**config.mk**
```make
export PLATFORM = sky130hd
export DESIGN_NAME = openpgp_packet_header_encoder_top
export DESIGN_NICKNAME = d
export VERILOG_FILES = /design/src/sv/pgphdr_pkg.sv /design/src/sv/pgphdr_front.sv /design/src/sv/pgphdr_queue.sv /design/src/sv/pgphdr_back.sv /design/src/sv/openpgp_packet_header_encoder_top.sv
export SDC_FILE = /design/constraint.sdc
export NUM_CORES = 1
export LEC_CHECK = 0
export ABC_AREA = 1
export CORE_MARGIN = 8
export CORE_UTILIZATION = 30
export CTS_CLUSTER_SIZE = 40
export DETAILED_ROUTE_END_ITERATION = 8
export DONT_BUFFER_PORTS = 1
export GPL_TIMING_DRIVEN = 0
export PLACE_DENSITY_LB_ADDON = 0.3
export SLEW_MARGIN = 20
export SYNTH_ARGS = -nofsm -noshare
export SYNTH_HDL_FRONTEND = slang
export SYNTH_HIERARCHICAL = 1
export SYNTH_SLANG_ARGS = --single-unit
```
**constraint.sdc**
```tcl
create_clock -name clk -period 3.4 [get_ports clk]
set_clock_uncertainty 0.05 [all_clocks]
set_input_delay 0.17 -clock clk [delete_from_list [all_inputs] [get_ports clk]]
set_output_delay 0.17 -clock clk [all_outputs]
set_load 0.02 [all_outputs]
```
**src/sv/pgphdr_pkg.sv**
```systemverilog
// ----------------------------------------------------------------------------
// pgphdr_pkg
// Shared types and codes for the packet header encoder: request and result
// payloads, the encoded header passed from front end to back end, and the
// length form and error codes.
// ----------------------------------------------------------------------------
package pgphdr_pkg;

  // Length form codes of a request
  localparam logic [2:0] FORM_AUTO    = 3'd0;
  localparam logic [2:0] FORM_ONE     = 3'd1;
  localparam logic [2:0] FORM_TWO     = 3'd2;
  localparam logic [2:0] FORM_FOUR    = 3'd3;
  localparam logic [2:0] FORM_PARTIAL = 3'd4;

  // Error codes of a result
  localparam logic [2:0] ERR_NONE        = 3'd0;
  localparam logic [2:0] ERR_TAG         = 3'd1;
  localparam logic [2:0] ERR_MISFIT      = 3'd2;
  localparam logic [2:0] ERR_INDET       = 3'd3;
  localparam logic [2:0] ERR_PARTIAL     = 3'd4;
  localparam logic [2:0] ERR_OLD_PARTIAL = 3'd5;

  // Longest header in bytes and the index width over it
  localparam int unsigned HDR_BYTES = 6;
  localparam int unsigned IDX_W     = 3;

  // One header request
  typedef struct packed {
    logic        header_format;
    logic [5:0]  packet_tag;
    logic [31:0] body_length;
    logic [2:0]  length_form;
  } req_t;

  // One result byte
  typedef struct packed {
    logic [7:0] out_byte;
    logic       last_byte;
    logic [2:0] error_code;
  } res_t;

  // One fully encoded header; an error is a single zero byte
  typedef struct packed {
    logic [HDR_BYTES-1:0][7:0] bytes;
    logic [IDX_W-1:0]          last_idx;
    logic [2:0]                error_code;
  } job_t;

endpackage

```
**src/sv/pgphdr_front.sv**
```systemverilog
// ----------------------------------------------------------------------------
// pgphdr_front
// Classifies a header request and builds its complete byte string, its last
// byte index and its error code in one pass of logic.
// ----------------------------------------------------------------------------
module pgphdr_front (
  input  pgphdr_pkg::req_t req,
  output pgphdr_pkg::job_t job
);

  logic [31:0] len;
  logic [5:0]  tag;
  logic [2:0]  form;
  logic [2:0]  eff_form;
  logic [7:0]  head;
  logic [12:0] adj;
  logic [13:0] adj_full;
  logic        pow2_ok;
  logic [4:0]  log2_len;

  assign len  = req.body_length;
  assign tag  = req.packet_tag;
  assign form = req.length_form;

  // Offset for the new-format two-octet length
  assign adj_full = len[13:0] - 14'd192;
  assign adj      = adj_full[12:0];

  // Accept a single set bit in 1..2^30 as a partial chunk size
  assign pow2_ok = (len != 32'd0) && ((len & (len - 32'd1)) == 32'd0) && !len[31];

  // Turn the single set bit into its position
  always_comb begin
    log2_len = 5'd0;
    for (int i = 0; i < 31; i++) begin
      if (len[i]) begin
        log2_len = log2_len | 5'(i);
      end
    end
  end

  // Build the header or the error result
  always_comb begin
    job      = '0;
    eff_form = form;
    head     = 8'h00;
    if (!req.header_format) begin
      if (tag[5:4] != 2'b00) begin
        job.error_code = pgphdr_pkg::ERR_TAG;
      end else if (form == pgphdr_pkg::FORM_PARTIAL) begin
        job.error_code = pgphdr_pkg::ERR_OLD_PARTIAL;
      end else if (form > pgphdr_pkg::FORM_PARTIAL) begin
        job.error_code = pgphdr_pkg::ERR_INDET;
      end else begin
        if (form == pgphdr_pkg::FORM_AUTO) begin
          eff_form = (len <= 32'hff)   ? pgphdr_pkg::FORM_ONE :
                     (len <= 32'hffff) ? pgphdr_pkg::FORM_TWO : pgphdr_pkg::FORM_FOUR;
        end
        head = {2'b10, tag[3:0], 2'b00};
        unique case (eff_form)
          pgphdr_pkg::FORM_ONE: begin
            if (len > 32'hff) begin
              job.error_code = pgphdr_pkg::ERR_MISFIT;
            end else begin
              job.bytes[0] = head;
              job.bytes[1] = len[7:0];
              job.last_idx = 3'd1;
            end
          end
          pgphdr_pkg::FORM_TWO: begin
            if (len > 32'hffff) begin
              job.error_code = pgphdr_pkg::ERR_MISFIT;
            end else begin
              job.bytes[0] = head | 8'h01;
              job.bytes[1] = len[15:8];
              job.bytes[2] = len[7:0];
              job.last_idx = 3'd2;
            end
          end
          default: begin
            job.bytes[0] = head | 8'h02;
            job.bytes[1] = len[31:24];
            job.bytes[2] = len[23:16];
            job.bytes[3] = len[15:8];
            job.bytes[4] = len[7:0];
            job.last_idx = 3'd4;
          end
        endcase
      end
    end else begin
      if (form > pgphdr_pkg::FORM_PARTIAL) begin
        job.error_code = pgphdr_pkg::ERR_INDET;
      end else begin
        if (form == pgphdr_pkg::FORM_AUTO) begin
          eff_form = (len <= 32'hbf)   ? pgphdr_pkg::FORM_ONE :
                     (len <= 32'h20bf) ? pgphdr_pkg::FORM_TWO : pgphdr_pkg::FORM_FOUR;
        end
        head = {2'b11, tag};
        unique case (eff_form)
          pgphdr_pkg::FORM_ONE: begin
            if (len > 32'hbf) begin
              job.error_code = pgphdr_pkg::ERR_MISFIT;
            end else begin
              job.bytes[0] = head;
              job.bytes[1] = len[7:0];
              job.last_idx = 3'd1;
            end
          end
          pgphdr_pkg::FORM_TWO: begin
            if ((len < 32'hc0) || (len > 32'h20bf)) begin
              job.error_code = pgphdr_pkg::ERR_MISFIT;
            end else begin
              job.bytes[0] = head;
              job.bytes[1] = {3'b110, adj[12:8]};
              job.bytes[2] = adj[7:0];
              job.last_idx = 3'd2;
            end
          end
          pgphdr_pkg::FORM_PARTIAL: begin
            if (!pow2_ok) begin
              job.error_code = pgphdr_pkg::ERR_PARTIAL;
            end else begin
              job.bytes[0] = head;
              job.bytes[1] = {3'b111, log2_len};
              job.last_idx = 3'd1;
            end
          end
          default: begin
            job.bytes[0] = head;
            job.bytes[1] = 8'hff;
            job.bytes[2] = len[31:24];
            job.bytes[3] = len[23:16];
            job.bytes[4] = len[15:8];
            job.bytes[5] = len[7:0];
            job.last_idx = 3'd5;
          end
        endcase
      end
    end
  end

endmodule

```
**src/sv/pgphdr_queue.sv**
```systemverilog
// ----------------------------------------------------------------------------
// pgphdr_queue
// Short first-in first-out queue of encoded headers between the front end
// and the back end.
// ----------------------------------------------------------------------------
module pgphdr_queue #(
  parameter int unsigned DEPTH = 2
) (
  input  logic             clk,
  input  logic             rst,
  input  logic             wr_en,
  input  pgphdr_pkg::job_t wr_data,
  output logic             q_full,
  input  logic             rd_en,
  output pgphdr_pkg::job_t rd_data,
  output logic             q_empty
);

  localparam int unsigned PTR_W = (DEPTH > 1) ? $clog2(DEPTH) : 1;
  localparam int unsigned CNT_W = $clog2(DEPTH + 1);
  localparam logic [PTR_W-1:0] PTR_LAST = PTR_W'(DEPTH - 1);
  localparam logic [CNT_W-1:0] CNT_FULL = CNT_W'(DEPTH);

  pgphdr_pkg::job_t mem [DEPTH];
  logic [PTR_W-1:0] wr_ptr;
  logic [PTR_W-1:0] rd_ptr;
  logic [CNT_W-1:0] count;
  logic             do_wr;
  logic             do_rd;

  assign q_full  = (count == CNT_FULL);
  assign q_empty = (count == '0);
  assign do_wr   = wr_en && !q_full;
  assign do_rd   = rd_en && !q_empty;
  assign rd_data = mem[rd_ptr];

  // Store an entry
  always_ff @(posedge clk) begin
    if (do_wr) begin
      mem[wr_ptr] <= wr_data;
    end
  end

  // Advance pointers and track the fill level
  always_ff @(posedge clk) begin
    if (rst) begin
      wr_ptr <= '0;
      rd_ptr <= '0;
      count  <= '0;
    end else begin
      if (do_wr) begin
        wr_ptr <= (wr_ptr == PTR_LAST) ? '0 : wr_ptr + 1'b1;
      end
      if (do_rd) begin
        rd_ptr <= (rd_ptr == PTR_LAST) ? '0 : rd_ptr + 1'b1;
      end
      if (do_wr && !do_rd) begin
        count <= count + 1'b1;
      end else if (do_rd && !do_wr) begin
        count <= count - 1'b1;
      end
    end
  end

endmodule

```
**src/sv/pgphdr_back.sv**
```systemverilog
// ----------------------------------------------------------------------------
// pgphdr_back
// Holds one encoded header and hands out its bytes one per pop, loading the
// next header from the queue as the last byte leaves.
// ----------------------------------------------------------------------------
module pgphdr_back (
  input  logic             clk,
  input  logic             rst,
  input  pgphdr_pkg::job_t q_data,
  input  logic             q_empty,
  output logic             q_pop,
  output pgphdr_pkg::res_t res,
  output logic             empty,
  input  logic             pop
);

  pgphdr_pkg::job_t               cur;
  logic [pgphdr_pkg::IDX_W-1:0]   idx;
  logic                           busy;
  logic                           at_last;
  logic                           take;

  assign at_last = (idx == cur.last_idx);
  assign take    = pop && busy;
  assign q_pop   = (!busy || (take && at_last)) && !q_empty;
  assign empty   = !busy;

  // Present the current byte
  assign res.out_byte   = cur.bytes[idx];
  assign res.last_byte  = at_last;
  assign res.error_code = cur.error_code;

  // Hold the header payload
  always_ff @(posedge clk) begin
    if (q_pop) begin
      cur <= q_data;
    end
  end

  // Advance through the bytes of the current header
  always_ff @(posedge clk) begin
    if (rst) begin
      busy <= 1'b0;
      idx  <= '0;
    end else if (q_pop) begin
      busy <= 1'b1;
      idx  <= '0;
    end else if (take) begin
      if (at_last) begin
        busy <= 1'b0;
      end else begin
        idx <= idx + 1'b1;
      end
    end
  end

endmodule

```
**src/sv/openpgp_packet_header_encoder_top.sv**
```systemverilog
// ----------------------------------------------------------------------------
// openpgp_packet_header_encoder_top
// Packet header encoder: turns one header request into its header bytes,
// one byte per result, or into a single error result.
//
//   Channel   Handshake      Payload   Moves
//   request   push / full    req       format, tag, body length, length form
//   result    pop / empty    res       header byte, last flag, error code
//
// Each request is encoded in the cycle it is accepted and queued; it costs
// no further front-end time, so requests are taken every cycle until the
// queue is full. The back end gives one byte per cycle while pop is high,
// so a header of n bytes (1 for an error, 2 to 6 otherwise) takes n pops.
// Synchronous reset empties the queue and the back end. A stalled result port
// stops only the back end; requests keep entering the queue until it is full.
// ----------------------------------------------------------------------------
module openpgp_packet_header_encoder_top #(
  parameter int unsigned QUEUE_DEPTH = 2
) (
  input  logic             clk,
  input  logic             rst,
  input  logic             push,
  output logic             full,
  input  pgphdr_pkg::req_t req,
  input  logic             pop,
  output logic             empty,
  output pgphdr_pkg::res_t res
);

  pgphdr_pkg::job_t enc_job;
  pgphdr_pkg::job_t q_data;
  logic             q_empty;
  logic             q_pop;

  // Encode the incoming request
  pgphdr_front u_front (
    .req (req),
    .job (enc_job)
  );

  // Buffer encoded headers
  pgphdr_queue #(
    .DEPTH (QUEUE_DEPTH)
  ) u_queue (
    .clk     (clk),
    .rst     (rst),
    .wr_en   (push),
    .wr_data (enc_job),
    .q_full  (full),
    .rd_en   (q_pop),
    .rd_data (q_data),
    .q_empty (q_empty)
  );

  // Serialize header bytes
  pgphdr_back u_back (
    .clk     (clk),
    .rst     (rst),
    .q_data  (q_data),
    .q_empty (q_empty),
    .q_pop   (q_pop),
    .res     (res),
    .empty   (empty),
    .pop     (pop)
  );

endmodule

```
======== Word-level counts from Yosys, hierarchy flattened ========
Memory sizes are Yosys's and may differ from the RTL's. A register that Yosys moved wholly into a read port is not among the register bits.
Cells that the tools add are included.
storage, ports and cells
  register bits ........................... 8
  bits in latches ......................... 0
  RAM bits ................................ 108
  ROM bits ................................ 0
  bits of input ports ..................... 46
  output and inout port bits .............. 14
  logic and storage cells ................. 245
  memories ................................ 1
memories
  name         depth  width  rd ports  clocked after memory_dff  wr ports  RTL line            RTL
  u_queue.mem  2      54     1         1                         1         pgphdr_queue.sv:24  pgphdr_pkg::job_t mem [DEPTH];
cells by class
  add/sub/neg operators ................... 7
  multiply operators ...................... 0
  divide/modulo/power cells ............... 0
  order comparisons ....................... 11
  equal/unequal tests ..................... 9
  shift-type cells ........................ 0
  muxes and demuxes ....................... 179
  bitwise operators ....................... 1
  reductions and logical operators ........ 32
operator list
  kind                  number
  $mux 43               9
  $mux 19               20
  $mux 27               10
  $mux 3                60
  $mux 51               2
  $mux 16               5
  $mux 5                15
  $mux 24               3
  $gt 32x8->1 const B   2
  $le 32x8->1 const B   2
  $mux 8                8
  $pmux 19 s3           1
  $mux 46               1
  $pmux 19 s2           1
  $and 32x32->32        1
  $gt 32x14->1 const B  1
  $gt 32x16->1 const B  1
  $le 32x14->1 const B  1
  $le 32x16->1 const B  1
  $logic_not 32->1      1
  $lt 32x8->1 const B   1
  $mux 4                8
  $pmux 8 s2            2
  $reduce_bool 32->1    1
  other kinds (29)      82

======== Logic depth before layout (Yosys ltp) ========
  word-level depth ........................ 40
  mapped depth ............................ 18
  depth with buffers taken out ............ 18

======== By module ========
Netlist, hierarchy kept.
by module, submodules not included
  module        times used  cells an instance  area an instance (µm²)  seq. area each (µm²)
  pgphdr_queue  1           205                4396.7                  3343.2
  pgphdr_front  1           480                2665.1                  0.0
  pgphdr_back   1           175                2384.8                  1701.6

======== Least setup slack after synthesis ========
Ideal clock, no wire load.
  kind .................................... register to register
  start ................................... reg u_queue.count[0]
  end ..................................... mem u_queue/mem[0][0] (netlist name), enable pin
  setup time .............................. 0.466 ns
  arrival time ............................ 2.784 ns
  data required time ...................... 2.884 ns
  setup slack ............................. 0.101 ns
  stages on the path, launching flop included .. 3
  buffers on the path ..................... 0
  period minus slack after synthesis ...... 3.299 ns
  cell sequence ........................... dfxtp_1 o21ai_2 nor2_1
between the ends
  cells in the longest elaborated chain, start to end .. 5
RTL lines
  element                       RTL line            RTL
  from (decl)                   pgphdr_queue.sv:27  logic [CNT_W-1:0] count;
  from (signal assigned)        pgphdr_queue.sv:58  count <= count + 1'b1;
  from (signal assigned)        pgphdr_queue.sv:60  count <= count - 1'b1;
  $eq 2x2->1                    pgphdr_queue.sv:31  assign q_full = (count == CNT_FULL);
  $logic_not 1->1               pgphdr_queue.sv:33  assign do_wr = wr_en && !q_full;
  $logic_and 1x1->1             pgphdr_queue.sv:33
  $mux 1                        pgphdr_queue.sv:39  if (do_wr) begin
  $mux 1 (not written as such)  pgphdr_queue.sv:40  mem[wr_ptr] <= wr_data;
  to (decl)                     pgphdr_queue.sv:24
Every way passes these cells.

======== Final worst setup path ========
  start ................................... reg u_back/idx[0] (netlist name)
  end ..................................... reg u_queue.count[1]
between the ends
  cells in the longest elaborated chain, start to end .. 9
  elaborated cells between the ends (all ways) .. 11
  classes of those cells .................. eq/ne (1); mux (2); reduce/logical (8)
RTL lines
  element                 RTL line                                 RTL
  from (decl)             pgphdr_back.sv:18                        logic [pgphdr_pkg::IDX_W-1:0] idx;
  from (signal assigned)  pgphdr_back.sv:52                        idx <= idx + 1'b1;
  $eq 3x3->1 *            pgphdr_back.sv:23                        assign at_last = (idx == cur.last_idx);
  $logic_and 1x1->1 *     pgphdr_back.sv:25                        assign q_pop = (!busy || (take && at_last)) && !q_empty;
  $logic_or 1x1->1 *      pgphdr_back.sv:25
  $logic_and 1x1->1 *     pgphdr_back.sv:25
  via q_pop               openpgp_packet_header_encoder_top.sv:33  logic q_pop;
  $logic_and 1x1->1 *     pgphdr_queue.sv:34                       assign do_rd = rd_en && !q_empty;
  $logic_not 1->1         pgphdr_queue.sv:57                       if (do_wr && !do_rd) begin
  $logic_and 1x1->1       pgphdr_queue.sv:57
  $mux 2                  pgphdr_queue.sv:57
  $mux 2                  pgphdr_queue.sv:46                       if (rst) begin
The timed path passes the listed nets; every way through them passes the cells marked *. The select of a mux whose other input is x is not followed.
A chain may end at the register's enable or synchronous reset.

==> impl_results.md <==
* Syn Nets at about 900
* Status: finished clean
* Worst-path clk slew at around 0.070 ns
* RD Place Congestion at 0.890
* # hold bufs at CTS at 23
* Antenna diodes at 0
* Share of power burned in registers at 0.454
* Cell Area, Placed at 0.0101 mm^2
* CTS Buf Count at 17
* Share of post-route cells with drive strength above 1 at 0.245
* Vias at 6224
* IO Port Bufs at 0
* Sw Share at 0.311
* Antenna-violating nets left at 0
* Endpoints failing setup at 0
* Max IR drop VDD at 0.376 mV
* Cells along the critical path: buf_6 -> nand2_1 -> nand2_2 -> nand4_1 -> nand2_1 -> nand2_1 -> inv_4 -> o21ai_1 -> ha_1 -> inv_1 -> nand3_1 -> nand2_1 -> inv_1 -> nor2_1
* Final period util at 0.771
* Synth cell types at 51
* Die width at 193 um
* Leakage power at 4.28 nW
* Detailed placement HPWL at around 18000 um
* Overall Global Routing Usage at 0.129
* Post-synth EDFFs at 162
* # Post-CTS Setup Buffers at 0
* Comb pwr share at 0.276
* Hold Vio Cnt, Final at 0
* Die area at between 0.03 and 0.04 mm^2
* Crit path kind: flip-flop to flip-flop
* Core ar. at 0.0313 mm^2
* Synth Warn # at 6
* DRC marker count from the first detailed-route iteration at 450
* Critical Path Fanout Max at 55
* Syn avg cell area at ~11 um^2
* Cell taking the most area after synthesis: edfxtp_1
* Critical path required time at roughly 3.7 ns
* FF+latch count, synth at 171
* Sequential-to-total area share from yosys stat at 0.534
* Final Instance Area at 0.0110 mm^2
* Clock power share at 0.270
* Layout net count at 960
* Clk root buf: clkbuf_16
* Mapped Area at about 0.0094 mm^2
* Setup crit end kind: flip-flop
* P per Cell Area at 636 mW/mm^2
* Synth async-reset ratio at 0
* Worst Tran Pin Value at roughly 0.7 ns
* Initial Utilization at 0.302
* RSZ-0062 raised after global routing: no
* # Max-Cap Violations at 0
* Post-Route Utilization at 0.350
* Fmax at 382 MHz
* Pre-antenna DRT Iters at 5
* Resized cells post-CTS at 0
* CTS tree: yes
* Mapped Cells at 860
* Final Slew Violations at 0
* Longest Clk Path Bufs at 2
* First-pass GRT wire length at 37100 um
* Final Power at 6.96 mW
* Drt drc at 0
* Largest net degree at the start of global routing at 56
* WP data arrival at 2.94 ns
* H-tree depth at 4
* Ys flop type: edfxtp_1
* CTS Sinks at 171
* Vias in the first global route at 6100
* Critical path's most frequent cell: nand2_1
* Placed cells at 1268
* Int Power at 4.80 mW
* Io pins at 60
* Vias per cell at 4.70
* Type of the worst min-delay path: primary input to flip-flop
* Yosys top cell area share at 0.515
* Sw power at 2.16 mW
* Row cnt at between 60 and 70
* CP max stage delay at approximately 0.53 ns
* Relative slew slack at 0.520
* Area growth, synth to finish at 16.0%
* Clk_lat worst skew at approximately 0.43 ns
* Final cell count without fillers at 1323
* Wirelength per Cell at 18.2 um
* Gr ovfl total at 0
* Most common cell after layout, fill and taps aside: nand2_1
* Chip height at 193 um
* CP Launch Type: flip-flop
* Drt total wl at 24100 um
* Min Tclk post-route at around 2.6 ns
* Worst path slowest cell: inv_4
* Initial antenna violation count at 0
* Synth area leaders: edfxtp_1 51%, mux2_4 7.9%, nand2_1 7.3%, nor2_1 3.2%, inv_1 2.8%
* Most frequent cells in the layout: 184 x nand2_1, 162 x edfxtp_1, 79 x nor2_1
cells by family (layout without fill, tap and decap cells):
logic type / Yosys count / in the layout / synth area share
AND/OR/NAND/NOR: 400 / 400 / 0.216
buffers and inverters: 116 / 177 / 0.0665
flip-flops: 171 / 171 / 0.534
AO/OA/AOI/OAI: 99 / 99 / 0.0756
XOR/XNOR: 6 / 6 / 0.00755
adder cells (fa/ha/maj): 6 / 6 / 0.00795
multiplexers: 62 / 62 / 0.0927
layout make-up:
cell class	count	area, um^2
Clock buffer	17	425
Sequential cell	171	5040
Inverter	91	360
Tap cell	402	503
Clock inverter	15	168
Timing Repair Buffer	29	395
Multi-Input combinational cell	573	3790
Fill cell	3114	20400
Buffer	25	270
cells in the mapped netlist, types with 2 or more instances:
| cell type | n |
|---|---|
| nand3_2 | 3 |
| o21ai_2 | 3 |
| nor2_4 | 11 |
| o21ai_1 | 26 |
| nand2_4 | 5 |
| nor3_1 | 5 |
| ha_1 | 6 |
| mux2_2 | 4 |
| o21ai_0 | 19 |
| inv_6 | 2 |
| o211ai_2 | 6 |
| xor2_1 | 5 |
| nand3_4 | 3 |
| edfxtp_1 | 162 |
| nor2_8 | 5 |
| inv_4 | 2 |
| mux2_4 | 50 |
| nand2_1 | 184 |
| o22ai_1 | 10 |
| buf_8 | 2 |
| mux2i_1 | 8 |
| o211ai_1 | 2 |
| or2_2 | 6 |
| nand2_2 | 15 |
| nand3_1 | 39 |
| buf_12 | 5 |
| inv_2 | 11 |
| o21a_1 | 8 |
| nand4_1 | 19 |
| o221ai_1 | 4 |
| dfxtp_1 | 9 |
| nand4_4 | 3 |
| nor2_2 | 14 |
| a21oi_1 | 6 |
| buf_2 | 7 |
| o22ai_2 | 11 |
| clkinv_1 | 5 |
| nor2_1 | 81 |
| nor4_1 | 4 |
| inv_1 | 70 |
| buf_6 | 6 |
| buf_4 | 5 |
path summary, 6_finish.rpt:
kind,slack [ns],startpoint,cells after the start,end
setup reg to reg,0.78,u_back/idx[0]$_SDFFE_PP0P_,14,u_queue/count[1]$_SDFFE_PP0P_
hold reg to reg,0.49,u_queue/mem[0][19]$_DFFE_PP_,1,u_back/cur[19]$_DFFE_PP_
hold / removal,0.02,req[9],2,u_queue/mem[1][28]$_DFFE_PP_
setup / recovery,0.78,u_back/idx[0]$_SDFFE_PP0P_,14,u_queue/count[1]$_SDFFE_PP0P_
through the flow:
step | setup WS (ns) | hold WS [ns] | TNS (ns)
after floorplan | 0.101 | 0.189 | 0
after global placement | -1.60 | 0.192 | -172.72
after detailed placement | 0.681 | 0.194 | 0
after CTS | 0.695 | 0.00315 | 0
after global routing | 0.477 | 0.0157 | 0
final | 0.779 | 0.0229 | 0
layer usage:
layer  track usage  vias to the layer above  routed length, um
met3        0.0356                       28               1660
met2         0.213                      187              11400
li1              -                     3070                  -
met1         0.161                     2939              10500
met4        0.0433                        0                485
met5             0                        -                  0
state kept, by name, indices dropped and copies added, names as in the netlist, named ones only:
signal / cells
u_queue/mem: 108
u_back/cur: 51
u_back/res: 3
u_back/idx: 3
u_queue/wr_ptr: 1
u_queue/rd_ptr: 1
u_back/busy: 1
u_queue/count: 2
power by group through the flow:
stage | registers [mW] | clock network, mW | logic (mW)
final | 3.16 | 1.88 | 1.92
after global routing | 3.22 | 2.01 | 2.08
after CTS | 3.17 | 1.93 | 1.98
after detailed placement | 3.22 | 0 | 1.95
after global placement | 3.26 | 0 | 1.83
after floorplan | 3.18 | 0 | 1.42
critical path: cells and delay by family (launching register included):
kind                       cells  cell delay, ns
and+or+nand+nor                8            0.69
DFF                            1            0.37
buffers and inverters          4            0.85
adders and majority gates      1            0.36
AOI/OAI and AO/OA              1            0.24
No activity file was read; power rests on OpenSTA's default activity.
